[src/rtl/core/wbpm_ram.sv]
// ----------------------------------------------------------------------------
// wbpm_ram
// Generic simple dual-port RAM: one write port, one read port with
// registered read data.
// ----------------------------------------------------------------------------
`default_nettype none

module wbpm_ram #(
    parameter int WIDTH = 8,
    parameter int DEPTH = 32
) (
    input  logic                     clk,
    input  logic                     we,
    input  logic [$clog2(DEPTH)-1:0] waddr,
    input  logic [WIDTH-1:0]         wdata,
    input  logic                     re,
    input  logic [$clog2(DEPTH)-1:0] raddr,
    output logic [WIDTH-1:0]         rdata
);

    logic [WIDTH-1:0] mem [DEPTH];
    logic [WIDTH-1:0] rdata_reg;

    // write port
    always_ff @(posedge clk)
    begin
        if (we)
        begin
            mem[waddr] <= wdata;
        end
    end

    // registered read port
    always_ff @(posedge clk)
    begin
        if (re)
        begin
            rdata_reg <= mem[raddr];
        end
    end

    assign rdata = rdata_reg;

endmodule

`default_nettype wire

[config.mk]
export PLATFORM = sky130hd
export DESIGN_NAME = wbpm_ram
export DESIGN_NICKNAME = d
export VERILOG_FILES = /design/src/rtl/core/wbpm_ram.sv
export SDC_FILE = /design/constraint.sdc
export NUM_CORES = 1
export LEC_CHECK = 0
export BUFFER_PORTS_ARGS = -buffer_cell sky130_fd_sc_hd__clkbuf_2
export CAP_MARGIN = 20
export CORE_MARGIN = 2
export CORE_UTILIZATION = 31
export DETAILED_ROUTE_END_ITERATION = 10
export HOLD_SLACK_MARGIN = 0.06
export PLACE_DENSITY = 0.55
export REMOVE_ABC_BUFFERS = 1
export SKIP_LAST_GASP = 1
export SYNTH_ARGS = -nofsm -noshare
export SYNTH_HDL_FRONTEND = slang
export SYNTH_SLANG_ARGS = --single-unit
export TNS_END_PERCENT = 5
[constraint.sdc]
create_clock -name clk -period 2.3 [get_ports clk]
set_input_delay 0.46 -clock clk [delete_from_list [all_inputs] [get_ports clk]]
set_output_delay 0.46 -clock clk [all_outputs]
set_load 0.01 [all_outputs]
==> reports/results.tsv, run 1 <==
metric	value	unit
drive_above_1_share	39.2	%
rsz0062_at_grt	no	
clock_power_share	42.0	%
seqPwrFrac	52.7	%
num_vias	4560	
yosysTopAreaCell	edfxtp_1	
ir_drop	0.517	mV
post-cts-setup-buffer-count	0	
diodes	0	
finalNetCount	527	
start_kind	input pin	
clock_path_buffers	3	
detailed_place_hpwl	14.5	mm
holdPathEnd	rdata[3]$_DFFE_PP_	
crit_arrival	2.31	ns
critical_path.max_fanout	13	
grtUsageMet3	1.71	%
postSynthAreaPerCell	24.3	sq um
ys_types	14	
p_int	8.20	mW
clkTransAtPathRegs	0.07	ns
drv_cap	0	
cts_buffers	27	
drc	0	
avgRoutedWirePerCell	22.8	microns
dieArea	34200	sq um
ff2ff_path_depth	3	
grt.overflow.total	0	
fin_crit	2.04	ns
synth.top_cell.area_share	78.2	%
switching_power	2.03	mW
ys_ff_latch	264	
hold_viol_final	0	
syn_inst	417	
core_area	32400	sq um
clk_latency	0.52	ns
post_cts_resized	0	
firstDrtPassIters	4	
die_h	185	microns
gr-usage-all-layers	13.2	%
drv_slew	0	
fin_crit_sh	88.5	%
syn_area	10100	sq um
fmax	0.491	GHz
p_comb_share	5.3	%
dr.first_iter.drc_count	493	
grt.busiest_layer	met2	
synth_area_leaders	edfxtp_1, mux4_2, nor2_1	
tritoncts	built	
min_from	re	
switching_share	19.9	%
die_w	185	microns
min_path_type	input pin to flop	
antenna_found_initial	0	
drt-total-wl	22.0	mm
ant_nets	0	
cts_sinks	264	
routabilityCongestion	0.767	
rrSetupSlack	0.33	ns
yosysWarnings	0	
area_growth	19.0	%
pin_count	29	
dp.cells	919	
htreeDepth	1	
portBuffers	28	
setup_viol	0	
power.density	849	nW/um^2
p_leak	3.82	nW
viasPerCell	4.72	
cts_hold_buf	0	
holdPathStages	1	
status	complete, no violations	
slew_headroom	49.2	%
worst_r2r_endpoint	rdata[7]$_DFFE_PP_	
grt_pass1_wl	32.7	mm
ys_seq_area_share	78.2	%
crit_required	2.57	ns
largest_reg_flops	256	
grt_max_degree	33	
whs	0.345	ns
end_kind	flop	
worst-setup-path-type	input pin to flop	
use_met1	19.5	%
finalNonFillerCells	967	
grt_pass1_vias	4717	
rows	66	
reg2reg_from	mem[13][7]$_DFFE_PP_	
grtUsageMet2	20.8	%
worst_slew_pin_slew	0.762	ns
initial_core_util	31.3	%
clockRootBuffer	clkbuf_16	
fin_worst_skew	0.00835	ns
[cell usage after synthesis]
master and instances:
buf_1 6, buf_2 1, buf_4 6, buf_6 1
clkbuf_1 6, edfxtp_1 264, mux2_2 8, mux4_2 80
nand2_1 1, nand3_1 2, nand3b_1 5, nor2_1 33
or3_1 1, or3b_2 3
[critical path, cell delays in order]
cell    delay (ns)
buf_4         0.16
buf_4         0.30
mux4_2        0.58
mux4_2        0.51
mux2_2        0.28
[kinds of logic after synthesis]
kind of cell,after synthesis,share of synthesized area (%)
and+or+nand+nor,45,2.05
buffers and inverters,20,1.05
DFF,264,78.2
muxes,88,18.7
[stage by stage]
step | cell area [sq um] | power, mW | util, % | setup TNS, ns | setup slack, ns
6_report | 12100 | 10.2 | 37.2 | 0 | 0.264
5_1_grt | 12100 | 10.5 | 37.2 | 0 | 0.218
4_1_cts | 12100 | 10.3 | 37.2 | 0 | 0.239
3_5_place_dp | 11200 | 6.05 | 34.6 | -2.02 | -0.316
3_3_place_gp | 11200 | 6.04 | 34.6 | -1.89 | -0.296
2_1_floorplan | 10000 | 5.71 | - | 0 | 0.410
[how the worst max path moves through the flow]
stage / slack, ns / endpoint / start
6_report: 0.26 / rdata[2]$_DFFE_PP_ / raddr[0]
5_1_grt: 0.22 / rdata[2]$_DFFE_PP_ / raddr[0]
3_5_place_dp: -0.32 / rdata[2]$_DFFE_PP_ / raddr[0]
2_1_floorplan: 0.41 / rdata[0]$_DFFE_PP_ / raddr[0]
4_1_cts: 0.24 / rdata[2]$_DFFE_PP_ / raddr[0]
3_3_place_gp: -0.30 / rdata[2]$_DFFE_PP_ / raddr[0]
[layout make-up]
class | instances | area [sq um]
repair buffers | 80 | 608
multi-input cells | 133 | 2100
well taps | 442 | 553
clock inverters | 16 | 174
clock buffers | 32 | 694
fillers | 2962 | 20300
flip-flops and latches | 264 | 7930
[per-layer routing]
metal  share of wire (%)  up-vias
met5                   0        -
met4                 1.3        0
met3                 5.9       20
met2                  47      137
met1                  46     2438
li1                    -     1965
[cells in the final DEF, fill, tap and decap left out, types with 3 or more instances in the layout]
| master | n |
|---|---|
| buf_4 | 47 |
| clkinv_2 | 3 |
| clkbuf_16 | 27 |
| buf_12 | 6 |
| nor2_1 | 33 |
| mux2_2 | 8 |
| mux4_2 | 80 |
| bufinv_16 | 4 |
| nand3b_1 | 5 |
| clkbuf_1 | 5 |
| edfxtp_1 | 264 |
| or3b_2 | 3 |
| clkbuf_2 | 27 |
| clkinv_1 | 8 |
[power groups by stage]
stage | logic, mW | registers [mW] | clock network (mW)
after floorplan | 0.223 | 5.49 | 0
after global placement | 0.542 | 5.49 | 0
after detailed placement | 0.552 | 5.50 | 0
after CTS | 0.553 | 5.39 | 4.39
after global routing | 0.577 | 5.40 | 4.56
final | 0.539 | 5.39 | 4.30
(Power assumes the default switching activity.)
==> inputs of run 2 (changes only) <==
CELL_PAD_IN_SITES_DETAIL_PLACEMENT = 1   (was default)
CELL_PAD_IN_SITES_GLOBAL_PLACEMENT = 2   (was default)
CORE_UTILIZATION = 50   (was 31)
PLACE_DENSITY = 0.86   (was 0.55)
clock period = 2 ns   (was 2.3 ns; I/O delays follow)
==> run 2 against run 1 <==
Sequential cell count unchanged. Via count up 4.1%. Clock skew up 0.0034 ns. Hold slack worse by 0.051 ns. Largest cell class unchanged. Wire length up 0.15%. Combinational power up 14%. Clock power up 9.1%.
==> reports/results.tsv, run 2 (same netlist as run 1, synthesis figures left out) <==
metric	value	unit
multiInputGateArea	2100	sq um
tritoncts	built	
worstPathCellList	mux4_2 -> mux4_2 -> mux2_2	
firstDrtPassIters	5	
fin_crit	1.96	ns
detailed_place_hpwl	14.2	mm
worst_slew_pin_slew	0.804	ns
power.density	979	nW/um^2
routabilityCongestion	0.784	
htreeDepth	1	
start_kind	flop	
die_h	146	microns
ir_drop	0.610	mV
fin_crit_sh	97.9	%
switching_share	20.2	%
crit_required	2.28	ns
min_path_type	input pin to flop	
fin_worst_skew	0.0117	ns
final_cell_area	11700	sq um
drive_above_1_share	38.2	%
fin_util	58.6	%
cts_sinks	264	
antenna_found_initial	0	
slowest_stage	mux4_2	
num_vias	4748	
status	complete, no violations	
cpPeakStageDelay	0.52	ns
final_cell_mix	edfxtp_1, mux4_2, buf_4, nor2_1	
rows	52	
rsz0062_at_grt	no	
dr.first_iter.drc_count	452	
setup_slack	0.0419	ns
total_power	11.5	mW
grt_max_degree	33	
drt-total-wl	22.1	mm
whs	0.294	ns
grt_pass1_vias	5023	
slew_headroom	46.4	%
end_kind	flop	
dp_slack	-0.457	ns
finalNetCount	517	
fmax	0.511	GHz
area_growth	15.9	%
setup_viol	0	
clock_path_buffers	3	
dieArea	21400	sq um
drc	0	
place_area	10900	sq um
post_cts_resized	0	
path_common_cell	mux4_2	
p_comb_share	5.4	%
critical_path.max_fanout	1	
cts_hold_buf	0	
final_common_cell	edfxtp_1	
initial_core_util	50.6	%
drv_cap	0	
pin_count	29	
seqCellArea	7930	sq um
avgRoutedWirePerCell	28.1	microns
portBuffers	28	
fill_cells	1700	
clkTransAtPathRegs	0.06	ns
clockRootBuffer	clkbuf_16	
drv_slew	0	
gr-usage-all-layers	21.3	%
ant_nets	0	
switching_power	2.33	mW
cts_buffers	26	
viasPerCell	6.04	
largest_reg_flops	256	
core_area	20000	sq um
p_leak	3.76	nW
worst-setup-path-type	flop to flop	
hold_viol_final	0	
clk_latency	0.53	ns
p_int	9.18	mW
crit_arrival	2.23	ns
post-cts-setup-buffer-count	0	
clock_power_share	40.7	%
die_w	146	microns
seqPwrFrac	53.9	%
grt_pass1_wl	33.4	mm
grt.overflow.total	0	
diodes	0	
-- run 2: cell types whose count changed in the layout (fill, tap and decap cells not counted), sizes merged --
cell / change
bufinv: -2
buf: -9
clkbuf: +3
clkinvlp: +1
clkinv: -1
inv: -1
-- run 2: per-stage QoR --
stage / setup TNS (ns) / cells
detailed placement: -3.30 / 738
CTS: 0 / 786
finish: 0 / 786
global route: 0 / 786
global placement: -3.24 / 738
floorplan: 0 / 397
-- run 2: cell type report --
type,count,area share [%]
multi-input cells,133,17.9
clock buffers,35,6.01
clock inverters,13,0.948
flip-flops and latches,264,67.5
repair buffers,71,4.81
well taps,270,2.88
-- run 2: path summary, 6_finish.rpt --
kind / start / to / slack (ns) / cells past startpoint
max: mem[21][4]$_DFFE_PP_ / rdata[4]$_DFFE_PP_ / 0.04 / 3
max reg2reg: mem[21][4]$_DFFE_PP_ / rdata[4]$_DFFE_PP_ / 0.04 / 3
min reg2reg: mem[11][5]$_DFFE_PP_ / rdata[5]$_DFFE_PP_ / 1.01 / 3
min: re / rdata[1]$_DFFE_PP_ / 0.29 / 1
-- run 2: per-layer routing --
metal / vias to the layer above / global-route usage, % / routed length (microns) / share of wire, %
met1: 2575 / 31.7 / 9220 / 42
met2: 207 / 34.6 / 11000 / 50
met5: - / 0 / 0 / 0
li1: 1944 / - / - / -
met3: 22 / 3.09 / 1530 / 6.9
met4: 0 / 4.56 / 279 / 1.3
-- run 2: power groups by stage --
stage	Sequential [mW]	Clock (mW)	Combinational, mW
floorplan	6.31	0	0.256
global placement	6.31	0	0.601
detailed placement	6.32	0	0.625
CTS	6.20	4.76	0.627
global route	6.21	4.96	0.656
finish	6.20	4.69	0.616
-- run 2: critical path: cells and delay by family (launching register included) --
kind	cells	cell delay [ns]
flip-flops	1	0.38
multiplexers	3	1.33
==> inputs of run 3 (changes only) <==
ABC_AREA = 1   (was default)
CORE_UTILIZATION = 43   (was 50)
CTS_CLUSTER_SIZE = 25   (was default)
PLACE_DENSITY = 0.87   (was 0.86)
==> run 3 against run 2 <==
Sequential share of layout area is 4.0 points lower. Critical path depth is 2 lower. Global-route usage is 1.1 points higher. Core utilization is 8.6 points lower.
==> reports/results.tsv, run 3 <==
metric	value	unit
place_area	11600	sq um
fin_worst_skew	0.0260	ns
antenna_found_initial	1	
drv_cap	0	
rows	58	
htreeDepth	1	
post_cts_resized	0	
power.density	957	nW/um^2
crit_buf_inv	1	
clk_latency	0.55	ns
tritoncts	built	
clock_path_buffers	3	
drive_above_1_share	12.4	%
ys_seq_area_share	73.0	%
viasPerCell	5.41	
num_vias	7243	
ff2ff_path_depth	8	
post-cts-setup-buffer-count	0	
crit_family	flip-flops	
hold_viol_final	0	
worst_slew_pin_slew	0.773	ns
cts_buffers	28	
final_common_cell	nand2_1	
pin_count	29	
grt_max_degree	55	
synth.top_cell.area_share	73.0	%
detailed_place_hpwl	17.9	mm
postSynthAreaPerCell	11.8	sq um
die_w	163	microns
setup_viol	0	
initial_core_util	43.5	%
cts_hold_buf	0	
largest_reg_flops	256	
final_cell_area	12500	sq um
drv_slew	0	
fmax	0.649	GHz
crit_required	1.60	ns
core_area	25000	sq um
portBuffers	28	
holdPathEnd	rdata[7]$_DFFE_PP_	
holdPathStages	1	
rsz0062_at_grt	no	
critical_path.max_fanout	1	
area_growth	14.8	%
clkTransAtPathRegs	0.07	ns
ir_drop	1.02	mV
final_cell_mix	nand2_1, edfxtp_1, nand3_1, buf_4, nor2_1	
grt_pass1_vias	7622	
grt_pass1_wl	44.5	mm
p_leak	4.69	nW
diodes	0	
clockRootBuffer	clkbuf_16	
ys_types	11	
cts_sinks	264	
gr-usage-all-layers	22.4	%
end_kind	primary output	
synthArstFlopShare	0	%
multiInputGateArea	2490	sq um
die_h	163	microns
min_from	re	
yosysMostFrequentCell	nand2_1	
fill_cells	2644	
dr.first_iter.drc_count	593	
dieArea	26600	sq um
finalNonFillerCells	1338	
syn_inst	922	
routabilityCongestion	0.782	
synth_area_leaders	edfxtp_1, nand2_1, nand3_1	
crit_arrival	1.14	ns
synth_flop_cell	edfxtp_1	
drc	0	
min_path_type	input pin to flop	
reg2reg_from	mem[3][4]$_DFFE_PP_	
total_power	11.9	mW
start_kind	flop	
synth_edf_count	264	
grt.overflow.total	0	
drt-total-wl	29.0	mm
status	complete, no violations	
synth_common_cells	nand2_1, edfxtp_1, nand3_1, nor2_1, buf_6	
finalSetupTns	0	ns
worstPathCellList	clkbuf_2	
yosysWarnings	0	
rrSetupSlack	0.65	ns
cpPeakStageDelay	0.43	ns
finalNetCount	1008	
worst_r2r_endpoint	rdata[4]$_DFFE_PP_	
fin_crit_sh	77.0	%
slew_headroom	48.5	%
fin_crit	1.54	ns
ys_ff_latch	264	
slowest_stage	edfxtp_1	
seqCellArea	7930	sq um
firstDrtPassIters	5	
syn_area	10900	sq um
dp.cells	1287	
avgRoutedWirePerCell	21.6	microns
yosysTopAreaCell	edfxtp_1	
ant_nets	0	
worst-setup-path-type	flop to primary output	
## run 3: changes by cell type after synthesis, moves of 5 or more
cell	delta
mux2_2	-8
buf_2	+14
buf_6	+23
mux4_2	-80
nand3b_1	-5
nand2_1	+359
nand3_1	+202
inv_1	+8
## run 3: through the flow
| stage | setup WS, ns | hold WS [ns] | util, % |
|---|---|---|---|
| floorplan | -0.0265 | 0.499 | - |
| global placement | 0.0674 | 0.806 | 46.5 |
| detailed placement | 0.0212 | 0.806 | 46.5 |
| CTS | 0.446 | 0.229 | 50.0 |
| global route | 0.424 | 0.258 | 50.0 |
| finish | 0.460 | 0.253 | 50.0 |
## run 3: worst max-delay path by stage
stage | slack (ns) | depth (start not counted) | start | to
3_3_place_gp | 0.07 | 10 | raddr[0] | rdata[0]$_DFFE_PP_
3_5_place_dp | 0.02 | 10 | raddr[0] | rdata[0]$_DFFE_PP_
2_1_floorplan | -0.03 | 9 | raddr[0] | rdata[0]$_DFFE_PP_
5_1_grt | 0.42 | 10 | raddr[0] | rdata[1]$_DFFE_PP_
4_1_cts | 0.45 | 1 | rdata[7]$_DFFE_PP_ | rdata[7]
6_report | 0.46 | 1 | rdata[7]$_DFFE_PP_ | rdata[7]
## run 3: final cells by class
cell class,count,share of cell area (%)
inverter,10,0.321
timing repair buffer,87,5.90
clock buffer,37,6.06
clock inverter,14,0.922
multi-input combinational,596,20.0
sequential,264,63.5
tap,330,3.31
## run 3: cells by family (layout without fill, tap and decap cells)
logic type / count (synthesis) / in the layout / share of synthesized area [%]
buffers and inverters: 62 / 148 / 4.11
DFF: 264 / 264 / 73.0
and+or+nand+nor: 596 / 596 / 22.9
## run 3: per-layer routing
metal  wire length (microns)  track usage (%)
met1                   12600             31.1
met3                    1630             3.23
met2                   14000             37.2
met5                      13                0
met4                     690             6.23
## run 3: power by group
group	leakage (nW)	internal, mW	switching, mW	total, mW
Clock	0.426	2.90	2.05	4.95
Combinational	1.87	0.228	0.576	0.804
Sequential	2.39	6.17	0.0233	6.20
Total	4.69	9.30	2.65	11.9
