### src/rtl/core/wbpm_pkg.sv
// ----------------------------------------------------------------------------
// wbpm_pkg
// Shared constants for the windowed busy percent monitor: field widths,
// command codes, configuration indexes and reset values.
// ----------------------------------------------------------------------------
`default_nettype none

package wbpm_pkg;

    // default sizing of the record ring and the time base
    localparam int DEF_DEPTH     = 32;
    localparam int DEF_TIME_BITS = 48;

    // accumulator width, sums wrap modulo 2^64
    localparam int SUM_W = 64;

    // item fields
    localparam int CMD_W = 2;
    localparam int PCT_W = 7;

    localparam logic [CMD_W-1:0] CMD_SLEEP = 2'd0;
    localparam logic [CMD_W-1:0] CMD_WAKE  = 2'd1;
    localparam logic [CMD_W-1:0] CMD_QUERY = 2'd2;

    // configuration registers
    localparam int ME_W       = 6;
    localparam int WIN_W      = 32;
    localparam int CFG_IDX_W  = 1;
    localparam int CFG_DATA_W = 32;

    localparam logic [CFG_IDX_W-1:0] CFG_MAX_ENTRIES = 1'd0;
    localparam logic [CFG_IDX_W-1:0] CFG_MAX_WINDOW  = 1'd1;

    localparam logic [ME_W-1:0]  ME_RESET  = 6'd32;
    localparam logic [WIN_W-1:0] WIN_RESET = 32'd2000000;

    // percent scale
    localparam int PCT_SCALE = 100;

endpackage

`default_nettype wire

### src/rtl/core/wbpm_div.sv
// ----------------------------------------------------------------------------
// wbpm_div
// Iterative restoring divider, one quotient bit per cycle. The quotient
// holds until the next start.
// ----------------------------------------------------------------------------
`default_nettype none

module wbpm_div #(
    parameter int W = wbpm_pkg::SUM_W
) (
    input  logic         clk,
    input  logic         rst_n,
    input  logic         start,
    input  logic [W-1:0] dividend,
    input  logic [W-1:0] divisor,
    output logic         done,
    output logic [W-1:0] quotient
);

    localparam int CW = $clog2(W) + 1;

    logic          busy_reg, busy_next;
    logic          done_reg, done_next;
    logic [CW-1:0] cnt_reg, cnt_next;
    logic [W-1:0]  rem_reg, rem_next;
    logic [W-1:0]  quo_reg, quo_next;
    logic [W-1:0]  den_reg, den_next;
    logic [W:0]    shifted;
    logic          ge;

    // one restoring step
    assign shifted = {rem_reg, quo_reg[W-1]};
    assign ge      = (shifted >= {1'b0, den_reg});

    always_comb
    begin
        busy_next = busy_reg;
        done_next = 1'b0;
        cnt_next  = cnt_reg;
        rem_next  = rem_reg;
        quo_next  = quo_reg;
        den_next  = den_reg;
        if (start)
        begin
            busy_next = 1'b1;
            cnt_next  = CW'(W);
            rem_next  = '0;
            quo_next  = dividend;
            den_next  = divisor;
        end
        else if (busy_reg)
        begin
            rem_next = ge ? W'(shifted - {1'b0, den_reg}) : W'(shifted);
            quo_next = {quo_reg[W-2:0], ge};
            cnt_next = cnt_reg - CW'(1);
            if (cnt_reg == CW'(1))
            begin
                busy_next = 1'b0;
                done_next = 1'b1;
            end
        end
    end

    // control
    always_ff @(posedge clk or negedge rst_n)
    begin
        if (!rst_n)
        begin
            busy_reg <= 1'b0;
            done_reg <= 1'b0;
            cnt_reg  <= '0;
        end
        else
        begin
            busy_reg <= busy_next;
            done_reg <= done_next;
            cnt_reg  <= cnt_next;
        end
    end

    // datapath
    always_ff @(posedge clk)
    begin
        rem_reg <= rem_next;
        quo_reg <= quo_next;
        den_reg <= den_next;
    end

    assign done     = done_reg;
    assign quotient = quo_reg;

    // a running division never sees a new start
    assert property (@(posedge clk) disable iff (!rst_n) busy_reg |-> !start)
        else $error("divider restarted while busy");

    // done follows in the cycle after the last step
    assert property (@(posedge clk) disable iff (!rst_n) done_reg |-> !busy_reg)
        else $error("divider done while busy");

    assert property (@(posedge clk) disable iff (!rst_n)
        (busy_reg && cnt_reg == CW'(1)) |=> done_reg)
        else $error("divider missed done");

endmodule

`default_nettype wire
### config.mk
export PLATFORM = sky130hd
export DESIGN_NAME = wbpm_div
export DESIGN_NICKNAME = d
export VERILOG_FILES = /design/src/rtl/core/wbpm_pkg.sv /design/src/rtl/core/wbpm_div.sv
export SDC_FILE = /design/constraint.sdc
export NUM_CORES = 1
export LEC_CHECK = 0
export ABC_AREA = 1
export BUFFER_PORTS_ARGS = -buffer_cell sky130_fd_sc_hd__buf_2
export CORE_MARGIN = 2
export CORE_UTILIZATION = 40
export CTS_CLUSTER_DIAMETER = 50
export CTS_CLUSTER_SIZE = 30
export DETAILED_ROUTE_END_ITERATION = 12
export SYNTH_ARGS = -nofsm -noshare
export SYNTH_HDL_FRONTEND = slang
export SYNTH_SLANG_ARGS = --single-unit
### constraint.sdc
create_clock -name clk -period 8.3 [get_ports clk]
set_clock_uncertainty 0.1 [all_clocks]
set_input_delay 1.245 -clock clk [delete_from_list [all_inputs] [get_ports clk]]
set_output_delay 1.245 -clock clk [all_outputs]
set_load 0.05 [all_outputs]
==> impl_metrics.json, run 1 <==
{
  "status": "finished, final reports clean",
  "p_per_area_nw_per_um2": 165,
  "place_inst": 2797,
  "ant_nets": 0,
  "hp-class": "reg -> reg",
  "grt_usage_pct": 22.9,
  "leakage_uw": 0.00919,
  "path_class": "reg -> reg",
  "drtIter0Drc": 974,
  "topRoutingLayerUsed": "met5",
  "wl_met3_mm": 2.46,
  "async_reset_ff_share_pct": 4.48,
  "initial_core_util_pct": 40.5,
  "syn_nets": 2380,
  "wl_per_cell_um": 15.0,
  "place_congestion": 0.943,
  "die_x_um": 193,
  "power_uw": 2720,
  "cp.depth": 14,
  "worstPathArrival_ns": 3.87,
  "antenna_found_initial": 2,
  "slew_viol_final": 0,
  "ios": 196,
  "stdcell_count": 2841,
  "cp_common_cell": "nand2_1",
  "finalSetupViolCount": 0,
  "drive_gt1_share_pct": 11.6,
  "cts_hold_buf": 0,
  "grt_pass1_vias": 13000,
  "cp_max_fo": 66,
  "core_area_sq_um": 35400,
  "rows": 69,
  "dieArea_sq_um": 37300,
  "grt_max_degree": 95,
  "syn_area_sq_um": 14300,
  "dr.pass1.iters": 5,
  "synth_seq_cells": 201,
  "drc_errors": 0,
  "place.detailed.hpwl_mm": 33.7,
  "grt_pass1_wl_mm": 69.2,
  "syn_inst": 2182,
  "synth_warnings": 0,
  "regToRegSetupSlack_ns": 4.75,
  "critPathRequiredTime_ns": 8.62,
  "h-tree-depth": 1,
  "max_slew_margin_pct": 28.6,
  "post_cts_buffers": 0,
  "io_buffers": 195,
  "wl_mm": 42.6,
  "critPathMaxStageDelay_ns": 0.64,
  "tightestPinTransition_ns": 1.07,
  "numCtsBuffers": 24,
  "path_cells": "inv_1, ha_1, nand2_1, nor2_1, nand2_1, nor2_2, nand2_1, o21bai_2, nor2_4, buf_4, nand2_4, nand3_1, nand2_1, nand2_1",
  "n_antenna_cell": 0,
  "r2r_end": "rem_reg[51]",
  "startpoint_type": "register",
  "clock_sinks": 201,
  "synth_edf_count": 128,
  "drt-met1-wl_mm": 19.8,
  "crit_start": "den_reg[45]",
  "timing.rr.start": "den_reg[45]",
  "min_period_ns": 3.55,
  "clk_pin_slew_ns": 0.06,
  "reg2reg_depth": 14,
  "fin_crit_sh_pct": 42.8,
  "worstSetupEndpoint": "rem_reg[51]",
  "synthFlopType": "edfxtp_1",
  "viasPerCell": 4.73,
  "finalHoldViolCount": 0,
  "fillers": 3738,
  "rsz0062_at_grt": "no",
  "ir_drop_mv": 0.158,
  "num_vias": 13400,
  "root_buffer": "clkbuf_16",
  "grt_overflow": 0,
  "ys_types": 38,
  "cts-resized-gates": 0,
  "slowest_stage": "nand2_4",
  "drv_cap": 0,
  "syn_area_per_cell_sq_um": 6.56,
  "clockBufferDepth": 3,
  "setup_tns_ns": 0,
  "syn_to_final_growth_pct": 15.0,
  "wl_met2_mm": 18.9,
  "die_h_um": 193,
  "tritoncts": "done",
  "clock.fmax_mhz": 282,
  "endpoint_kind": "register",
  "crit_buf_inv": 2,
  "path_delay_family": "simple AND/OR/NAND/NOR gates",
  "nets": 2560,
  "synth_seq_area_share_pct": 37.4,
  "worstSkewPairLatency_ns": 0.54
}
## stage by stage
stage / hold WS [ns] / worst slack [ns] / util (%) / instance area [sq um]
after floorplan: 0.344 / 4.43 / - / 14300
after global placement: 0.356 / 4.41 / 44.2 / 15600
after detailed placement: 0.360 / 4.35 / 44.2 / 15600
after CTS: 0.371 / 4.68 / 46.5 / 16500
after global routing: 0.387 / 4.37 / 46.5 / 16500
final: 0.368 / 4.75 / 46.5 / 16500
## worst register-to-register path, stage by stage, from the launching register on
cell and delay [ns]:
edfxtp_1 0.32, inv_1 0.05, ha_1 0.40, nand2_1 0.13
nor2_1 0.22, nand2_1 0.16, nor2_2 0.15, nand2_1 0.16
o21bai_2 0.22, nor2_4 0.05, buf_4 0.34, nand2_4 0.64
nand3_1 0.30, nand2_1 0.14, nand2_1 0.05
## layer usage
layer | GRT usage (%) | up-vias
li1 | - | 7013
met4 | 6.84 | 4
met5 | 0 | -
met3 | 4.38 | 70
met2 | 37.5 | 344
met1 | 30.6 | 6003
## area by class of cell
type | count | area (sq um) | area share (%)
Tap cell | 461 | 577 | 3.50
Multi-Input combinational cell | 1478 | 6970 | 42.3
Inverter | 455 | 1710 | 10.4
Clock inverter | 18 | 223 | 1.35
Timing Repair Buffer | 202 | 1030 | 6.26
Sequential cell | 201 | 5350 | 32.5
Clock buffer | 26 | 608 | 3.69
## worst min path at each step
| stage | from | endpoint | cells past startpoint |
|---|---|---|---|
| finish | rem_reg[32] | rem_reg[32] | 2 |
| global route | rem_reg[29] | rem_reg[29] | 2 |
| CTS | rem_reg[38] | rem_reg[38] | 2 |
| detailed placement | rem_reg[38] | rem_reg[38] | 2 |
| global placement | rem_reg[63] | rem_reg[63] | 2 |
| floorplan | rem_reg[27] | rem_reg[27] | 2 |
## logic make-up (layout without fill, tap and decap cells)
kind of cell               count (synthesis)  in the layout  synth area share (%)
buffers and inverters                    503            701                  14.0
xor gates and xnor gates                  31             31                  1.90
and+or+nand+nor                         1263           1263                  36.4
DFF                                      201            201                  37.4
AOI/OAI and AO/OA                        117            117                  4.40
adders and majority gates                 67             67                  5.91
## where the power goes
part | switching [uW] | internal (uW)
Clock | 447 | 640
Sequential | 36.4 | 1140
Combinational | 328 | 129
## cells in the mapped netlist, types with 2 or more instances
| cell | instances | share of area [%] |
|---|---|---|
| a21o_1 | 3 | 0.16 |
| a21oi_1 | 54 | 1.9 |
| and2_1 | 3 | 0.13 |
| buf_2 | 7 | 0.24 |
| buf_4 | 6 | 0.31 |
| buf_6 | 12 | 0.94 |
| clkbuf_1 | 23 | 0.60 |
| dfrtp_1 | 9 | 1.6 |
| dfxtp_1 | 64 | 8.9 |
| edfxtp_1 | 128 | 27 |
| ha_1 | 66 | 5.8 |
| inv_1 | 450 | 12 |
| inv_2 | 5 | 0.13 |
| nand2_1 | 905 | 24 |
| nand2_2 | 8 | 0.35 |
| nand3_1 | 151 | 5.3 |
| nand3b_1 | 35 | 1.8 |
| nand4_1 | 18 | 0.79 |
| nor2_1 | 112 | 2.9 |
| nor2_2 | 11 | 0.48 |
| nor2_4 | 2 | 0.16 |
| nor3_1 | 12 | 0.42 |
| nor4_1 | 2 | 0.087 |
| o21ai_0 | 38 | 1.3 |
| o21ai_1 | 8 | 0.28 |
| o21bai_1 | 9 | 0.47 |
| xnor2_1 | 29 | 1.8 |
| xor2_1 | 2 | 0.12 |
## cells in the final DEF (no fill, tap or decap), types with 4 or more instances in the layout
cell type	instances
nor2_1	110
nor2_2	12
clkbuf_16	24
xnor2_1	29
o21bai_1	9
ha_1	66
inv_6	4
buf_2	194
nand2_2	8
nand4_1	18
inv_2	5
nand2_1	905
dfrtp_1	9
a21oi_1	54
o21ai_1	8
edfxtp_1	128
o21ai_0	38
nand3b_1	35
dfxtp_1	64
nor3_1	12
nand3_1	151
inv_1	449
buf_4	8
No activity file was read; power rests on OpenSTA's default activity.
==> inputs of run 2 (changes only) <==
--- a/config.mk
+++ b/config.mk
@@ -5,7 +5,7 @@
 export SDC_FILE = /design/constraint.sdc
 export NUM_CORES = 1
 export LEC_CHECK = 0
-export ABC_AREA = 1
+export ABC_AREA = 0
 export BUFFER_PORTS_ARGS = -buffer_cell sky130_fd_sc_hd__buf_2
 export CORE_MARGIN = 2
 export CORE_UTILIZATION = 40
==> constraint.sdc (replaced) <==
create_clock -name clk -period 3.59 [get_ports clk]
set_clock_uncertainty 0.1 [all_clocks]
set_input_delay 0.5385 -clock clk [delete_from_list [all_inputs] [get_ports clk]]
set_output_delay 0.5385 -clock clk [all_outputs]
set_load 0.05 [all_outputs]
==> impl_metrics.json, run 2 <==
{
  "fin_crit_sh_pct": 92.5,
  "wl_mm": 31.1,
  "grt_max_degree": 94,
  "syn_to_final_growth_pct": 19.3,
  "worstSkewPairLatency_ns": 0.55,
  "syn_area_sq_um": 11900,
  "die_x_um": 176,
  "endpoint_kind": "register",
  "h-tree-depth": 1,
  "synth_edf_count": 128,
  "yosys.area.top_type": "edfxtp_1",
  "finalHoldViolCount": 0,
  "clock_sinks": 201,
  "synth_seq_area_share_pct": 45.0,
  "max_slew_margin_pct": 50.9,
  "ir_drop_mv": 0.453,
  "place_inst": 1721,
  "die_h_um": 176,
  "setup_tns_ns": 0,
  "startpoint_type": "register",
  "clockBufferDepth": 3,
  "path_class": "reg -> reg",
  "nets": 1561,
  "timing.rr.start": "quotient[63]",
  "stdcell_count": 1776,
  "grt_pass1_vias": 9454,
  "viasPerCell": 5.32,
  "syn_inst": 1181,
  "ios": 196,
  "final_cell_mix": "buf_2, edfxtp_1, nor2_1",
  "synth.most_common_cell": "edfxtp_1",
  "synth_seq_cells": 201,
  "async_reset_ff_share_pct": 4.48,
  "core_area_sq_um": 29500,
  "place.detailed.hpwl_mm": 23.1,
  "yosys-top-cells-count": "edfxtp_1, nor2_1, a21oi_1",
  "place_congestion": 0.877,
  "place_area_sq_um": 13200,
  "final_area_sq_um": 14200,
  "clk_pin_slew_ns": 0.06,
  "synth_top_area_share_pct": 32.3,
  "dpl_worst_slack_ns": 0.257,
  "fin_ws_ns": 0.270,
  "tritoncts": "done",
  "synth_warnings": 0,
  "hp-class": "in -> reg",
  "initial_core_util_pct": 40.3,
  "cp_max_fo": 4,
  "p_per_area_nw_per_um2": 532,
  "clock.fmax_mhz": 301,
  "final_common_cell": "buf_2",
  "drc_errors": 0,
  "worstPathArrival_ns": 3.67,
  "crit_start": "quotient[63]",
  "critPathRequiredTime_ns": 3.94,
  "final_core_util_pct": 48.1,
  "worst_hold_startpoint": "divisor[33]",
  "ys_types": 83,
  "fillers": 2872,
  "rsz0062_at_grt": "no",
  "drive_gt1_share_pct": 26.1,
  "wl_per_cell_um": 17.5,
  "root_buffer": "clkbuf_16",
  "syn_nets": 1379,
  "num_vias": 9447,
  "grt_pass1_wl_mm": 49.4,
  "syn_area_per_cell_sq_um": 10.1,
  "drv_cap": 0,
  "grt_usage_pct": 19.7,
  "dieArea_sq_um": 31100,
  "numCtsBuffers": 29,
  "min_period_ns": 3.32,
  "synthTopCellsByArea": "edfxtp_1, dfxtp_1, ha_1, mux2_2, a21oi_1",
  "ant_nets": 0,
  "slew_viol_final": 0,
  "finalSetupViolCount": 0,
  "synthFlopType": "edfxtp_1",
  "tightestPinTransition_ns": 0.735,
  "io_buffers": 195,
  "grt_overflow": 0,
  "drtIter0Drc": 405,
  "antenna_found_initial": 3,
  "rows": 63,
  "cts-resized-gates": 0,
  "dr.pass1.iters": 5,
  "status": "finished, final reports clean",
  "leakage_uw": 0.00616
}
run 2: worst paths after layout:
check / end / slack, ns / cells past startpoint
min in group asynchronous: done / 0.29 / 2
setup reg to reg: rem_reg[60] / 0.27 / 13
setup / recovery: rem_reg[60] / 0.27 / 13
max in group asynchronous: busy_reg / 2.91 / 2
hold reg to reg: rem_reg[44] / 0.39 / 2
hold / removal: den_reg[33] / 0.07 / 1
run 2: power breakdown:
group          internal (uW)  switching [uW]  total (uW)  leakage (uW)
sequential              2750             156        2900       0.00193
clock                   1650            1120        2770      0.000463
combinational            673            1210        1880       0.00376
run 2: area by class of cell:
type,instances,area (sq um),share of cell area (%)
Antenna cell,1,2.50,0.0176
Clock buffer,30,729,5.14
Clock inverter,23,218,1.53
Inverter,83,312,2.20
Multi-Input combinational cell,834,5910,41.6
Sequential cell,201,5350,37.7
Tap cell,390,488,3.44
Timing Repair Buffer,214,1180,8.30
run 2: worst max-delay path, stage by stage (launching register included):
cell      delay [ns]
edfxtp_1        0.37
inv_1           0.06
ha_1            0.22
fa_1            0.39
nand2b_1        0.17
a21oi_1         0.23
o211ai_1        0.19
a21oi_2         0.23
o21ai_2         0.15
o21ai_1         0.31
a21oi_1         0.18
a211oi_1        0.30
nor3_1          0.08
o31ai_1         0.23
run 2: kinds of logic after synthesis:
family          Yosys count  synth area share (%)
mux                      81                  7.48
fa+ha+maj                67                  7.11
buf+inv                 146                  5.33
xor+xnor                 65                  4.79
compound gates          326                  18.1
simple gates            295                  12.2
flops                   201                  45.0
run 2: routing by layer:
layer	track usage [%]	wire length [um]
met5	0	18
met4	4.13	544
met3	5.43	2310
met2	32.9	14400
met1	25.4	13800
run 2: stage by stage:
step	power, uW	hold WS [ns]
floorplan	4340	0.143
CTS	7630	0.0405
global route	7910	0.0406
detailed placement	4820	0.304
finish	7550	0.0659
global placement	4810	0.301
run 2: timing repair:
action | in CTS | in global routing
endpoints found under the hold margin | 9 | 0
hold buffers | 1 | 0
setup buffers | 0 | 0
==> inputs of run 3 (changes only) <==
--- a/config.mk
+++ b/config.mk
@@ -8,10 +8,11 @@
 export ABC_AREA = 0
 export BUFFER_PORTS_ARGS = -buffer_cell sky130_fd_sc_hd__buf_2
 export CORE_MARGIN = 2
-export CORE_UTILIZATION = 40
+export CORE_UTILIZATION = 56
 export CTS_CLUSTER_DIAMETER = 50
 export CTS_CLUSTER_SIZE = 30
 export DETAILED_ROUTE_END_ITERATION = 12
+export PLACE_DENSITY = 0.79
 export SYNTH_ARGS = -nofsm -noshare
 export SYNTH_HDL_FRONTEND = slang
 export SYNTH_SLANG_ARGS = --single-unit
==> impl_metrics.json, run 3 (same netlist as run 2, synthesis figures left out) <==
{
  "status": "finished, final reports clean",
  "finalHoldViolCount": 0,
  "path_class": "reg -> reg",
  "slew_viol_final": 0,
  "switching_share_pct": 32.6,
  "leakage_uw": 0.00618,
  "drv_cap": 0,
  "power_frac_seq_pct": 38.0,
  "rows": 53,
  "slowest_stage": "ha_1",
  "worst_hold_startpoint": "divisor[44]",
  "grt_usage_pct": 25.9,
  "max_slew_margin_pct": 49.3,
  "drc_errors": 0,
  "drive_gt1_share_pct": 26.0,
  "setup_tns_ns": 0,
  "numCtsBuffers": 28,
  "tritoncts": "done",
  "fillers": 1621,
  "worstSkewPairLatency_ns": 0.55,
  "num_vias": 9626,
  "power_frac_comb_pct": 24.6,
  "hp-class": "in -> reg",
  "ant_nets": 0,
  "internal-power_uw": 5160,
  "crit_buf_inv": 0,
  "switchingPower_uw": 2490,
  "wl_per_cell_um": 17.5,
  "p_clk_share_pct": 37.5,
  "ios": 196,
  "critPathRequiredTime_ns": 3.89,
  "dieArea_sq_um": 22400,
  "clockBufferDepth": 3,
  "nets": 1558,
  "drtIter0Drc": 739,
  "wl_mm": 29.1,
  "endpoint_kind": "register",
  "dr.pass1.iters": 4,
  "final_common_cell": "buf_2",
  "min_period_ns": 3.39,
  "regArea_sq_um": 5350,
  "rsz0062_at_grt": "no",
  "tightestPinTransition_ns": 0.761,
  "crit_start": "rem_reg[15]",
  "root_buffer": "clkbuf_16",
  "h-tree-depth": 1,
  "syn_to_final_growth_pct": 18.4,
  "initial_core_util_pct": 56.8,
  "worstPathArrival_ns": 3.69,
  "place_congestion": 0.943,
  "critPathMaxStageDelay_ns": 0.37,
  "die_h_um": 150,
  "final_cell_mix": "buf_2, edfxtp_1, nor2_1",
  "io_buffers": 195,
  "finalSetupViolCount": 0,
  "cp_max_fo": 19,
  "p_per_area_nw_per_um2": 544,
  "path_cells": "ha_1, a21oi_1, o21ai_1, or2_0, a211oi_2, and4bb_1, nor3_2, o221a_4, nand2b_4, nor4_2, a221o_1",
  "grt_pass1_wl_mm": 46.8,
  "grt_max_degree": 70,
  "path_delay_family": "compound AO/OA/AOI/OAI gates",
  "clk_pin_slew_ns": 0.07,
  "die_x_um": 150,
  "core_area_sq_um": 21000,
  "timing.rr.start": "rem_reg[15]",
  "ir_drop_mv": 0.420,
  "viasPerCell": 5.81,
  "timing.hold.ws_ns": 0.0626,
  "grt_pass1_vias": 9300,
  "clock_sinks": 201,
  "startpoint_type": "register",
  "fin_crit_sh_pct": 94.4,
  "antenna_found_initial": 1,
  "clock.fmax_mhz": 295,
  "multi_input_area_sq_um": 5910,
  "grt_overflow": 0,
  "place.detailed.hpwl_mm": 21.2
}
[run 3: cell type report]
type | count | share of cell area, %
antenna | 1 | 0.0178
clock buffer | 34 | 5.58
clock inverter | 18 | 1.53
inverter | 83 | 2.21
multi-input combinational | 834 | 42.0
sequential | 201 | 38.0
tap | 275 | 2.44
timing repair buffer | 212 | 8.19
[run 3: worst reg2reg max path: cells and delay by family (launching register included)]
kind / cells / cell delay (ns)
simple gates: 5 / 1.18
fa+ha+maj: 1 / 0.37
compound gates: 5 / 1.28
flops: 1 / 0.33
[run 3: worst paths after layout]
| kind | endpoint | slack [ns] | cells past startpoint |
|---|---|---|---|
| hold reg to reg | rem_reg[48] | 0.40 | 2 |
| min in group asynchronous | cnt_reg[0] | 0.29 | 2 |
| setup reg to reg | rem_reg[63] | 0.20 | 11 |
| max in group asynchronous | busy_reg | 2.91 | 2 |
| hold / removal | den_reg[44] | 0.06 | 1 |
| setup / recovery | rem_reg[63] | 0.20 | 11 |
[run 3: timing repair]
action / in CTS / in global routing
hold buffers: 1 / 0
endpoints found under the hold margin: 9 / 0
endpoints found under the setup margin: 0 / 11
buffers inserted: 0 / 1
gates resized for setup: 0 / 3
[run 3: metal layers]
layer / vias to the layer above / wire length (um) / share of wire (%) / GRT usage, %
li1: 4684 / - / - / -
met1: 4508 / 12400 / 43 / 33.8
met2: 366 / 13500 / 46 / 42.6
met3: 68 / 2230 / 7.7 / 6.13
met4: 0 / 982 / 3.4 / 8.77
met5: - / 0 / 0 / 0
[run 3: power by group through the flow]
stage | sequential, uW | clock (uW) | combinational, uW
global route | 2940 | 2990 | 2050
CTS | 2900 | 2910 | 1870
finish | 2900 | 2870 | 1880
floorplan | 3280 | 0 | 1060
global placement | 2940 | 0 | 1830
detailed placement | 2940 | 0 | 1850
[run 3: stage by stage]
| stage | total power, uW | instances | setup slack, ns | utilization (%) | cell area, sq um |
|---|---|---|---|---|---|
| after floorplan | 4340 | 1181 | 0.354 | - | 11900 |
| after global placement | 4770 | 1603 | 0.323 | 62.3 | 13000 |
| after detailed placement | 4800 | 1603 | 0.217 | 62.3 | 13000 |
| after CTS | 7680 | 1656 | 0.208 | 67.1 | 14100 |
| after global routing | 7980 | 1658 | 0.00219 | 67.2 | 14100 |
| final | 7650 | 1658 | 0.202 | 67.2 | 14100 |
